**config.mk**
```make
export PLATFORM = sky130hd
export DESIGN_NAME = sorted_request_priority_queue_top
export DESIGN_NICKNAME = d
export VERILOG_FILES = /design/src/rtl/sprq_pkg.sv /design/src/rtl/sprq_store.sv /design/src/rtl/sprq_cmp.sv /design/src/rtl/sorted_request_priority_queue_top.sv
export SDC_FILE = /design/constraint.sdc
export NUM_CORES = 1
export LEC_CHECK = 0
export BUFFER_PORTS_ARGS = -buffer_cell sky130_fd_sc_hd__buf_2
export CAP_MARGIN = 20
export CORE_UTILIZATION = 45
export DETAILED_ROUTE_END_ITERATION = 16
export GPL_TIMING_DRIVEN = 0
export PLACE_DENSITY = 0.67
export SYNTH_ARGS = -nofsm -noshare
export SYNTH_HDL_FRONTEND = slang
export SYNTH_SLANG_ARGS = --single-unit
export TNS_END_PERCENT = 5
```
**constraint.sdc**
```tcl
create_clock -name i_clk -period 9.9 [get_ports i_clk]
set_input_delay 1.98 -clock i_clk [delete_from_list [all_inputs] [get_ports i_clk]]
set_output_delay 1.98 -clock i_clk [all_outputs]
set_load 0.1 [all_outputs]
```
**src/rtl/sprq_pkg.sv**
```systemverilog
// ----------------------------------------------------------------------------
// sprq_pkg
// Request codes, status codes and the compare result shared by the sorted
// request priority queue modules.
// ----------------------------------------------------------------------------
package sprq_pkg;

    typedef enum logic [1:0] {
        REQ_INSERT  = 2'd0,
        REQ_REPLACE = 2'd1,
        REQ_POP_MIN = 2'd2,
        REQ_REMOVE  = 2'd3
    } t_req;

    typedef enum logic [1:0] {
        ST_OK      = 2'd0,
        ST_FULL    = 2'd1,
        ST_EMPTY   = 2'd2,
        ST_MISSING = 2'd3
    } t_status;

    // Result of one (timestamp, pid) compare: entry against key.
    typedef struct packed {
        logic after;   // entry sorts strictly after the key
        logic equal;   // entry matches the key exactly
    } t_cmp;

endpackage

```
**src/rtl/sprq_store.sv**
```systemverilog
// ----------------------------------------------------------------------------
// sprq_store
// Entry memory: one write port, one read port with registered read data.
// Contents are undefined until written.
// ----------------------------------------------------------------------------
module sprq_store #(
    parameter int DEPTH = 16,
    parameter int WIDTH = 24
) (
    input  logic                     i_clk,
    input  logic                     i_we,
    input  logic [$clog2(DEPTH)-1:0] i_waddr,
    input  logic [WIDTH-1:0]         i_wdata,
    input  logic [$clog2(DEPTH)-1:0] i_raddr,
    output logic [WIDTH-1:0]         o_rdata
);

    logic [WIDTH-1:0] r_mem [DEPTH];
    logic [WIDTH-1:0] r_rdata;

    always_ff @(posedge i_clk) begin
        if (i_we) begin
            r_mem[i_waddr] <= i_wdata;
        end
    end

    always_ff @(posedge i_clk) begin
        r_rdata <= r_mem[i_raddr];
    end

    assign o_rdata = r_rdata;

endmodule

```
**src/rtl/sprq_cmp.sv**
```systemverilog
// ----------------------------------------------------------------------------
// sprq_cmp
// Shared compare unit: orders a stored entry against the working key by
// timestamp first, then by pid.
// ----------------------------------------------------------------------------
module sprq_cmp
    import sprq_pkg::*;
#(
    parameter int TS_BITS  = 16,
    parameter int PID_BITS = 8
) (
    input  logic [TS_BITS-1:0]  i_ent_ts,
    input  logic [PID_BITS-1:0] i_ent_pid,
    input  logic [TS_BITS-1:0]  i_key_ts,
    input  logic [PID_BITS-1:0] i_key_pid,
    output t_cmp                o_cmp
);

    always_comb begin
        if (i_ent_ts != i_key_ts) begin
            o_cmp.after = (i_ent_ts > i_key_ts);
        end else begin
            o_cmp.after = (i_ent_pid > i_key_pid);
        end
        o_cmp.equal = (i_ent_ts == i_key_ts) && (i_ent_pid == i_key_pid);
    end

endmodule

```
**src/rtl/sorted_request_priority_queue_top.sv**
```systemverilog
// ----------------------------------------------------------------------------
// sorted_request_priority_queue_top
// Sorted queue of (timestamp, pid) requests with insert, replace, pop-min
// and remove, walked one entry at a time through the entry memory.
// ----------------------------------------------------------------------------
// The queue holds up to DEPTH entries in ascending (timestamp, pid) order in
// a memory with one write and one registered read port; requests walk that
// memory under a small sequencer, visiting each entry with a read, then a
// compare and move. Pop-min and remove walk all entries held, insert walks
// from the tail toward the head until it meets an entry that sorts no later
// than the new one, and replace runs the remove walk followed by the insert
// steps. Insert into a full or an empty queue, replace on an empty queue, and
// pop-min or remove on an empty queue return without a walk. One request is
// in flight at a time; the ready output comes back in the same cycle that the
// response goes valid. The result sits in an output register so the next
// request is taken while it waits.
// ----------------------------------------------------------------------------
module sorted_request_priority_queue_top
    import sprq_pkg::*;
#(
    parameter int DEPTH    = 16,
    parameter int TS_BITS  = 16,
    parameter int PID_BITS = 8
) (
    input  logic                i_clk,
    input  logic                i_rst_n,

    input  logic                i_req_valid,
    output logic                o_req_ready,
    input  logic [1:0]          i_req_type,
    input  logic [TS_BITS-1:0]  i_key_timestamp,
    input  logic [PID_BITS-1:0] i_key_pid,
    input  logic [TS_BITS-1:0]  i_old_timestamp,

    output logic                o_rsp_valid,
    input  logic                i_rsp_ready,
    output logic [1:0]          o_status,
    output logic [TS_BITS-1:0]  o_popped_timestamp,
    output logic [PID_BITS-1:0] o_popped_pid,
    output logic                o_head_valid,
    output logic [TS_BITS-1:0]  o_head_timestamp,
    output logic [PID_BITS-1:0] o_head_pid,
    output logic [4:0]          o_entry_count
);

    localparam int AW = $clog2(DEPTH);
    localparam int CW = $clog2(DEPTH + 1);
    localparam int EW = TS_BITS + PID_BITS;

    typedef enum logic [7:0] {
        S_IDLE      = 8'b0000_0001,
        S_INS_START = 8'b0000_0010,
        S_RM_RD     = 8'b0000_0100,
        S_RM_CHK    = 8'b0000_1000,
        S_INS_RD    = 8'b0001_0000,
        S_INS_CHK   = 8'b0010_0000,
        S_INS_LAST  = 8'b0100_0000,
        S_FIN       = 8'b1000_0000
    } t_state;

    t_state               r_state, n_state;
    logic [CW-1:0]        r_cnt, n_cnt;
    logic [AW-1:0]        r_idx, n_idx;
    t_req                 r_op, n_op;
    logic [TS_BITS-1:0]   r_key_ts, n_key_ts;
    logic [TS_BITS-1:0]   r_rm_ts, n_rm_ts;
    logic [PID_BITS-1:0]  r_key_pid, n_key_pid;
    logic                 r_found, n_found;
    logic                 r_miss, n_miss;
    t_status              r_status, n_status;
    logic [TS_BITS-1:0]   r_pop_ts, n_pop_ts;
    logic [PID_BITS-1:0]  r_pop_pid, n_pop_pid;
    logic [EW-1:0]        r_head;

    logic                 r_out_valid, n_out_valid;
    t_status              r_out_status, n_out_status;
    logic [TS_BITS-1:0]   r_out_pop_ts, n_out_pop_ts;
    logic [PID_BITS-1:0]  r_out_pop_pid, n_out_pop_pid;
    logic                 r_out_hv, n_out_hv;
    logic [TS_BITS-1:0]   r_out_head_ts, n_out_head_ts;
    logic [PID_BITS-1:0]  r_out_head_pid, n_out_head_pid;
    logic [4:0]           r_out_cnt, n_out_cnt;

    logic                 w_we;
    logic [AW-1:0]        w_waddr;
    logic [EW-1:0]        w_wdata;
    logic [EW-1:0]        w_rdata;
    logic [TS_BITS-1:0]   w_ent_ts;
    logic [PID_BITS-1:0]  w_ent_pid;
    logic [TS_BITS-1:0]   w_cmp_ts;
    t_cmp                 w_cmp;
    logic [CW-1:0]        w_cnt_m1;
    logic                 w_last;
    logic                 w_match;
    logic                 w_found_now;
    logic                 w_req_acc;
    logic                 w_out_free;

    assign w_req_acc   = i_req_valid && o_req_ready;
    assign w_out_free  = !r_out_valid || i_rsp_ready;
    assign w_ent_ts    = w_rdata[EW-1:PID_BITS];
    assign w_ent_pid   = w_rdata[PID_BITS-1:0];
    assign w_cnt_m1    = r_cnt - CW'(1);
    assign w_last      = (CW'(r_idx) == w_cnt_m1);
    assign w_cmp_ts    = (r_state == S_RM_CHK) ? r_rm_ts : r_key_ts;
    assign w_match     = (r_op == REQ_POP_MIN) ? (r_idx == '0) : w_cmp.equal;
    assign w_found_now = r_found || w_match;

    sprq_store #(
        .DEPTH (DEPTH),
        .WIDTH (EW)
    ) u_store (
        .i_clk   (i_clk),
        .i_we    (w_we),
        .i_waddr (w_waddr),
        .i_wdata (w_wdata),
        .i_raddr (r_idx),
        .o_rdata (w_rdata)
    );

    sprq_cmp #(
        .TS_BITS  (TS_BITS),
        .PID_BITS (PID_BITS)
    ) u_cmp (
        .i_ent_ts  (w_ent_ts),
        .i_ent_pid (w_ent_pid),
        .i_key_ts  (w_cmp_ts),
        .i_key_pid (r_key_pid),
        .o_cmp     (w_cmp)
    );

    // Memory write port: close the gap on remove, open a slot on insert and write the new entry.
    always_comb begin
        w_we    = 1'b0;
        w_waddr = r_idx;
        w_wdata = {r_key_ts, r_key_pid};
        unique case (r_state)
            S_INS_START: begin
                w_we    = (r_cnt == '0);
                w_waddr = '0;
            end
            S_RM_CHK: begin
                w_we    = r_found;
                w_waddr = r_idx - AW'(1);
                w_wdata = w_rdata;
            end
            S_INS_CHK: begin
                w_we    = 1'b1;
                w_waddr = r_idx + AW'(1);
                w_wdata = w_cmp.after ? w_rdata : {r_key_ts, r_key_pid};
            end
            S_INS_LAST: begin
                w_we    = 1'b1;
                w_waddr = '0;
            end
            default: begin
                w_we = 1'b0;
            end
        endcase
    end

    always_comb begin
        n_state        = r_state;
        n_cnt          = r_cnt;
        n_idx          = r_idx;
        n_op           = r_op;
        n_key_ts       = r_key_ts;
        n_rm_ts        = r_rm_ts;
        n_key_pid      = r_key_pid;
        n_found        = r_found;
        n_miss         = r_miss;
        n_status       = r_status;
        n_pop_ts       = r_pop_ts;
        n_pop_pid      = r_pop_pid;
        n_out_valid    = r_out_valid && !i_rsp_ready;
        n_out_status   = r_out_status;
        n_out_pop_ts   = r_out_pop_ts;
        n_out_pop_pid  = r_out_pop_pid;
        n_out_hv       = r_out_hv;
        n_out_head_ts  = r_out_head_ts;
        n_out_head_pid = r_out_head_pid;
        n_out_cnt      = r_out_cnt;

        unique case (r_state)
            S_IDLE: begin
                if (w_req_acc) begin
                    n_op      = t_req'(i_req_type);
                    n_key_ts  = i_key_timestamp;
                    n_key_pid = i_key_pid;
                    n_rm_ts   = (t_req'(i_req_type) == REQ_REPLACE) ? i_old_timestamp
                                                                     : i_key_timestamp;
                    n_found   = 1'b0;
                    n_miss    = 1'b0;
                    n_status  = ST_OK;
                    n_pop_ts  = '0;
                    n_pop_pid = '0;
                    n_idx     = '0;
                    case (t_req'(i_req_type))
                        REQ_INSERT: begin
                            n_state = S_INS_START;
                        end
                        REQ_REPLACE: begin
                            if (r_cnt == '0) begin
                                n_miss  = 1'b1;
                                n_state = S_INS_START;
                            end else begin
                                n_state = S_RM_RD;
                            end
                        end
                        default: begin
                            if (r_cnt == '0) begin
                                n_status = ST_EMPTY;
                                n_state  = S_FIN;
                            end else begin
                                n_state = S_RM_RD;
                            end
                        end
                    endcase
                end
            end
            S_RM_RD: begin
                n_state = S_RM_CHK;
            end
            S_RM_CHK: begin
                if (!r_found && w_match) begin
                    n_found = 1'b1;
                    if (r_op == REQ_POP_MIN) begin
                        n_pop_ts  = w_ent_ts;
                        n_pop_pid = w_ent_pid;
                    end
                end
                if (w_last) begin
                    if (w_found_now) begin
                        n_cnt = w_cnt_m1;
                    end
                    if (r_op == REQ_REPLACE) begin
                        n_miss  = !w_found_now;
                        n_state = S_INS_START;
                    end else begin
                        n_status = w_found_now ? ST_OK : ST_MISSING;
                        n_state  = S_FIN;
                    end
                end else begin
                    n_idx   = r_idx + AW'(1);
                    n_state = S_RM_RD;
                end
            end
            S_INS_START: begin
                if (r_cnt == CW'(DEPTH)) begin
                    n_status = ST_FULL;
                    n_state  = S_FIN;
                end else if (r_cnt == '0) begin
                    n_cnt    = r_cnt + CW'(1);
                    n_status = r_miss ? ST_MISSING : ST_OK;
                    n_state  = S_FIN;
                end else begin
                    n_idx   = AW'(w_cnt_m1);
                    n_state = S_INS_RD;
                end
            end
            S_INS_RD: begin
                n_state = S_INS_CHK;
            end
            S_INS_CHK: begin
                if (w_cmp.after) begin
                    if (r_idx == '0) begin
                        n_state = S_INS_LAST;
                    end else begin
                        n_idx   = r_idx - AW'(1);
                        n_state = S_INS_RD;
                    end
                end else begin
                    n_cnt    = r_cnt + CW'(1);
                    n_status = r_miss ? ST_MISSING : ST_OK;
                    n_state  = S_FIN;
                end
            end
            S_INS_LAST: begin
                n_cnt    = r_cnt + CW'(1);
                n_status = r_miss ? ST_MISSING : ST_OK;
                n_state  = S_FIN;
            end
            S_FIN: begin
                // Hold until the output register is free, then load the beat.
                if (w_out_free) begin
                    n_out_valid    = 1'b1;
                    n_out_status   = r_status;
                    n_out_pop_ts   = r_pop_ts;
                    n_out_pop_pid  = r_pop_pid;
                    n_out_hv       = (r_cnt != '0);
                    n_out_head_ts  = (r_cnt != '0) ? r_head[EW-1:PID_BITS] : '0;
                    n_out_head_pid = (r_cnt != '0) ? r_head[PID_BITS-1:0] : '0;
                    n_out_cnt      = 5'(r_cnt);
                    n_state        = S_IDLE;
                end
            end
            default: begin
                n_state = S_IDLE;
            end
        endcase
    end

    always_ff @(posedge i_clk) begin
        if (!i_rst_n) begin
            r_state     <= S_IDLE;
            r_cnt       <= '0;
            r_out_valid <= 1'b0;
        end else begin
            r_state     <= n_state;
            r_cnt       <= n_cnt;
            r_out_valid <= n_out_valid;
        end
    end

    always_ff @(posedge i_clk) begin
        r_idx          <= n_idx;
        r_op           <= n_op;
        r_key_ts       <= n_key_ts;
        r_rm_ts        <= n_rm_ts;
        r_key_pid      <= n_key_pid;
        r_found        <= n_found;
        r_miss         <= n_miss;
        r_status       <= n_status;
        r_pop_ts       <= n_pop_ts;
        r_pop_pid      <= n_pop_pid;
        r_out_status   <= n_out_status;
        r_out_pop_ts   <= n_out_pop_ts;
        r_out_pop_pid  <= n_out_pop_pid;
        r_out_hv       <= n_out_hv;
        r_out_head_ts  <= n_out_head_ts;
        r_out_head_pid <= n_out_head_pid;
        r_out_cnt      <= n_out_cnt;
    end

    // Mirror of entry zero: track every write to the head slot.
    always_ff @(posedge i_clk) begin
        if (w_we && (w_waddr == '0)) begin
            r_head <= w_wdata;
        end
    end

    assign o_req_ready        = (r_state == S_IDLE);
    assign o_rsp_valid        = r_out_valid;
    assign o_status           = r_out_status;
    assign o_popped_timestamp = r_out_pop_ts;
    assign o_popped_pid       = r_out_pop_pid;
    assign o_head_valid       = r_out_hv;
    assign o_head_timestamp   = r_out_head_ts;
    assign o_head_pid         = r_out_head_pid;
    assign o_entry_count      = r_out_cnt;

    a_cnt_bound: assert property (@(posedge i_clk) disable iff (!i_rst_n)
        r_cnt <= CW'(DEPTH))
        else $error("entry count above depth");

    a_no_idle_write: assert property (@(posedge i_clk) disable iff (!i_rst_n)
        (r_state == S_IDLE || r_state == S_FIN) |-> !w_we)
        else $error("memory write outside a walk");

    a_empty_status: assert property (@(posedge i_clk) disable iff (!i_rst_n)
        $rose(o_rsp_valid) && (o_status == ST_EMPTY) |-> !o_head_valid)
        else $error("empty status with a live head");

    a_full_status: assert property (@(posedge i_clk) disable iff (!i_rst_n)
        $rose(o_rsp_valid) && (o_status == ST_FULL) |-> o_head_valid)
        else $error("full status with no head");

endmodule
```
==> impl_metrics.csv <==
group,metric,value,unit
critical_path,worstPathCellList,"clkbuf_1 > nor4_2 > nand3_1 > inv_2 > buf_2 > buf_1 > mux2i_1 > ha_1 > nand4_2 > nor4_1 > nand3_1 > o21ai_0 > a21o_1 > o21a_1 > buf_16",
grt,grtUsageMet2,33.66,%
hold_path,hp-class,"reg -> reg",
routing,wl,51250,um
grt,use_met3,3.714,%
synthesis,ys_top_cells_by_area,"edfxtp_1 (70%), mux4_2 (12%), dfxtp_1 (3.4%), ha_1 (1.6%), and2_1 (1.4%)",
clock_network,holdBufCountCts,0,
critical_path,cp.buffers_inverters,5,
grt,grt_first_pass_wirelength,75710,um
clock_network,clk_pin_slew_worst_paths,0.06,ns
pwr,fin_total_pwr,6.792,mW
sta,setup_viol,0,
routing,drc,0,
clock_network,cts_resized,0,
floorplan,start_util,45.94,%
floorplan,rows,80,
sta,final.period_utilization,57.49,%
clock_network,cts_max_level,2,
routing,wl_per_cell,26.10,um
routing,viasPerCell,5.812,
grt,gr-usage-met1,29.09,%
synthesis,ys_top_cells_by_count,"edfxtp_1 (514), mux4_2 (120), and2_1 (48), nor2_1 (43), dfxtp_1 (38)",
floorplan,core,48050,um2
sta,hold_viol_final,0,
routing,drt.antenna.violating_nets,0,
synthesis,synthesis.nets,1198,
clock_network,clock_latency,0.60,ns
floorplan,num_io_pins,104,
pwr,leakage,8.529,nW
sta,hold_slack,0.4157,ns
critical_path,crit_family,"simple AND/OR/NAND/NOR gates",
critical_path,cp.required,10.20,ns
routing,drt_iter0_markers,1105,
final_layout,finalNetCount,1380,
clock_network,cts_setup_buffers,0,
synthesis,syn_area,22070,um2
critical_path,start_kind,"flip-flop",
critical_path,crit_top_cell,"nand3_1",
synthesis,synth_top_area_share,69.93,%
critical_path,critPathArrivalTime,5.99,ns
synthesis,synthMostInstantiatedCell,"edfxtp_1",
placement,io_buffers,103,
status,status,"complete, no violations",
synthesis,netlist_instances,1123,
grt,grt_pass1_vias,11620,
grt,antenna_found_initial,0,
synthesis,async_flop_share,0,%
synthesis,synth_ff_type,"edfxtp_1",
synthesis,ys_seq_elements,552,
synthesis,yosys_warnings,0,
pwr,irDropWorstVdd,0.1224,mV
sta,relSlewSlack,32.82,%
critical_path,cp_slowest_cell,"nor4_1",
sta,fin_skew,0.01781,ns
placement,pre_cts_ws,3.861,ns
clock_network,cts_root_buffer,"clkbuf_16",
pwr,power_density,264.0,nW/um2
critical_path,cp_slowest_stage_delay,0.78,ns
synthesis,yosysUniqueCellTypes,68,
routing,first_pass_iters,6,
critical_path,criticalPathCategory,"reg -> reg",
synthesis,syn_avg_cell_area,19.65,um2
sta,grt_setup_unrepaired,"false",
clock_network,clock_path_buffers,3,
flow_run,maxCapViolCount,0,
clock_network,cts_tree,"done",
synthesis,yosysTopAreaCell,"edfxtp_1",
placement,gp_congestion,0.9043,
synthesis,synth_edf_count,514,
grt,grtUsageTotal,21.05,%
sta,fin_crit,5.691,ns
sta,worst_pin_slew,1.008,ns
final_layout,drive_gt1_share,29.50,%
sta,fmax,0.1757,GHz
placement,dp_hpwl,34560,um
floorplan,die-area,49940,um2
critical_path,crit_fanout,16,
clock_network,numCtsBuffers,53,
sta,slew_viol_final,0,
grt,grt_max_degree,57,
floorplan,die_width,223.5,um
critical_path,critPathCaptureType,"flip-flop",
final_layout,area_growth,16.55,%
final_layout,antenna_cells,0,
sta,tns,0,ns
sta,setup_slack,4.209,ns
grt,grt-busiest-layer,"met2",
floorplan,die_h,223.5,um
synthesis,yosysSeqAreaShare,73.38,%
routing,vias,11410,
grt,grt-ovfl-total,0,
clock_network,clock_sinks,552,
-- registers in the layout, summed over array words and instances (netlist names), 2 cells and up --
signal / count
u_store.o_rdata: 24
r_key_pid: 8
o_status: 2
r_op: 2
r_rm_ts: 16
u_store.r_mem: 384
r_idx: 4
r_cnt: 5
r_state: 8
o_popped_timestamp: 16
o_popped_pid: 8
r_status: 2
r_pop_ts: 16
r_key_ts: 16
o_entry_count: 5
o_head_pid: 8
r_pop_pid: 8
o_head_timestamp: 16
-- path summary, 6_finish.rpt --
| check | start | to | slack [ns] | cells past startpoint |
|---|---|---|---|---|
| hold / removal | r_pop_ts[14]$_SDFFCE_PP0P_ | o_popped_timestamp[14]$_DFFE_PP_ | 0.42 | 0 |
| setup / recovery | r_state[6]$_SDFFE_PN0P_ | r_pop_ts[5]$_SDFFCE_PP0P_ | 4.21 | 15 |
| hold reg to reg | r_pop_ts[14]$_SDFFCE_PP0P_ | o_popped_timestamp[14]$_DFFE_PP_ | 0.42 | 0 |
| setup reg to reg | r_state[6]$_SDFFE_PN0P_ | r_pop_ts[5]$_SDFFCE_PP0P_ | 4.21 | 15 |
-- where the power goes --
group | switching [mW] | internal (mW)
Sequential | 0.127 | 2.88
Clock | 0.849 | 1.11
Combinational | 1.08 | 0.754
-- area by class of cell --
cell class                 instances  area, um2
buffer                            52      230.2
fill                            3646      22320
sequential                       552      16200
clock buffer                      73       1453
inverter                          19      71.32
tap                              615      769.5
timing repair buffer             127       1086
multi-input combinational        500       5700
clock inverter                    26      219.0
-- per-layer routing --
metal  vias up  share of wire [%]
li1       4929                  -
met1      5952                 42
met2       433                 48
met3       100                6.4
met4         0                3.0
met5         -                  0
-- metrics by stage --
step	utilization, %	area (um2)	std cells
2_1_floorplan	-	22070	1123
3_3_place_gp	48.61	23360	1841
3_5_place_dp	49.90	23970	1860
4_1_cts	53.37	25640	1959
5_1_grt	53.54	25720	1964
6_report	53.54	25720	1964
-- cell usage in the layout (no fill, tap or decap), drive strengths merged, types with 4 or more instances in the layout --
master and count:
and3 7, a21oi 24, nor4 5, buf 145
nor2b 6, inv 19, o21ai 11, dfxtp 38
nor2 43, mux2i 20, nand4 9, nand3 18
nor3 9, and2 48, xnor2 7, or2 5
clkbuf 107, nand2 28, nand2b 8, a211oi 4
mux4 120, clkinv 20, o211ai 5, edfxtp 514
mux2 40, o22ai 5, ha 29
-- logic make-up after synthesis --
kind of cell / Yosys count / share of synthesized area (%)
flops: 552 / 73.38
xor+xnor: 11 / 0.4989
compound gates: 79 / 2.483
fa+ha+maj: 29 / 1.644
simple gates: 201 / 5.096
buf+inv: 71 / 1.366
mux: 180 / 15.53
No activity file was read; power rests on OpenSTA's default activity.
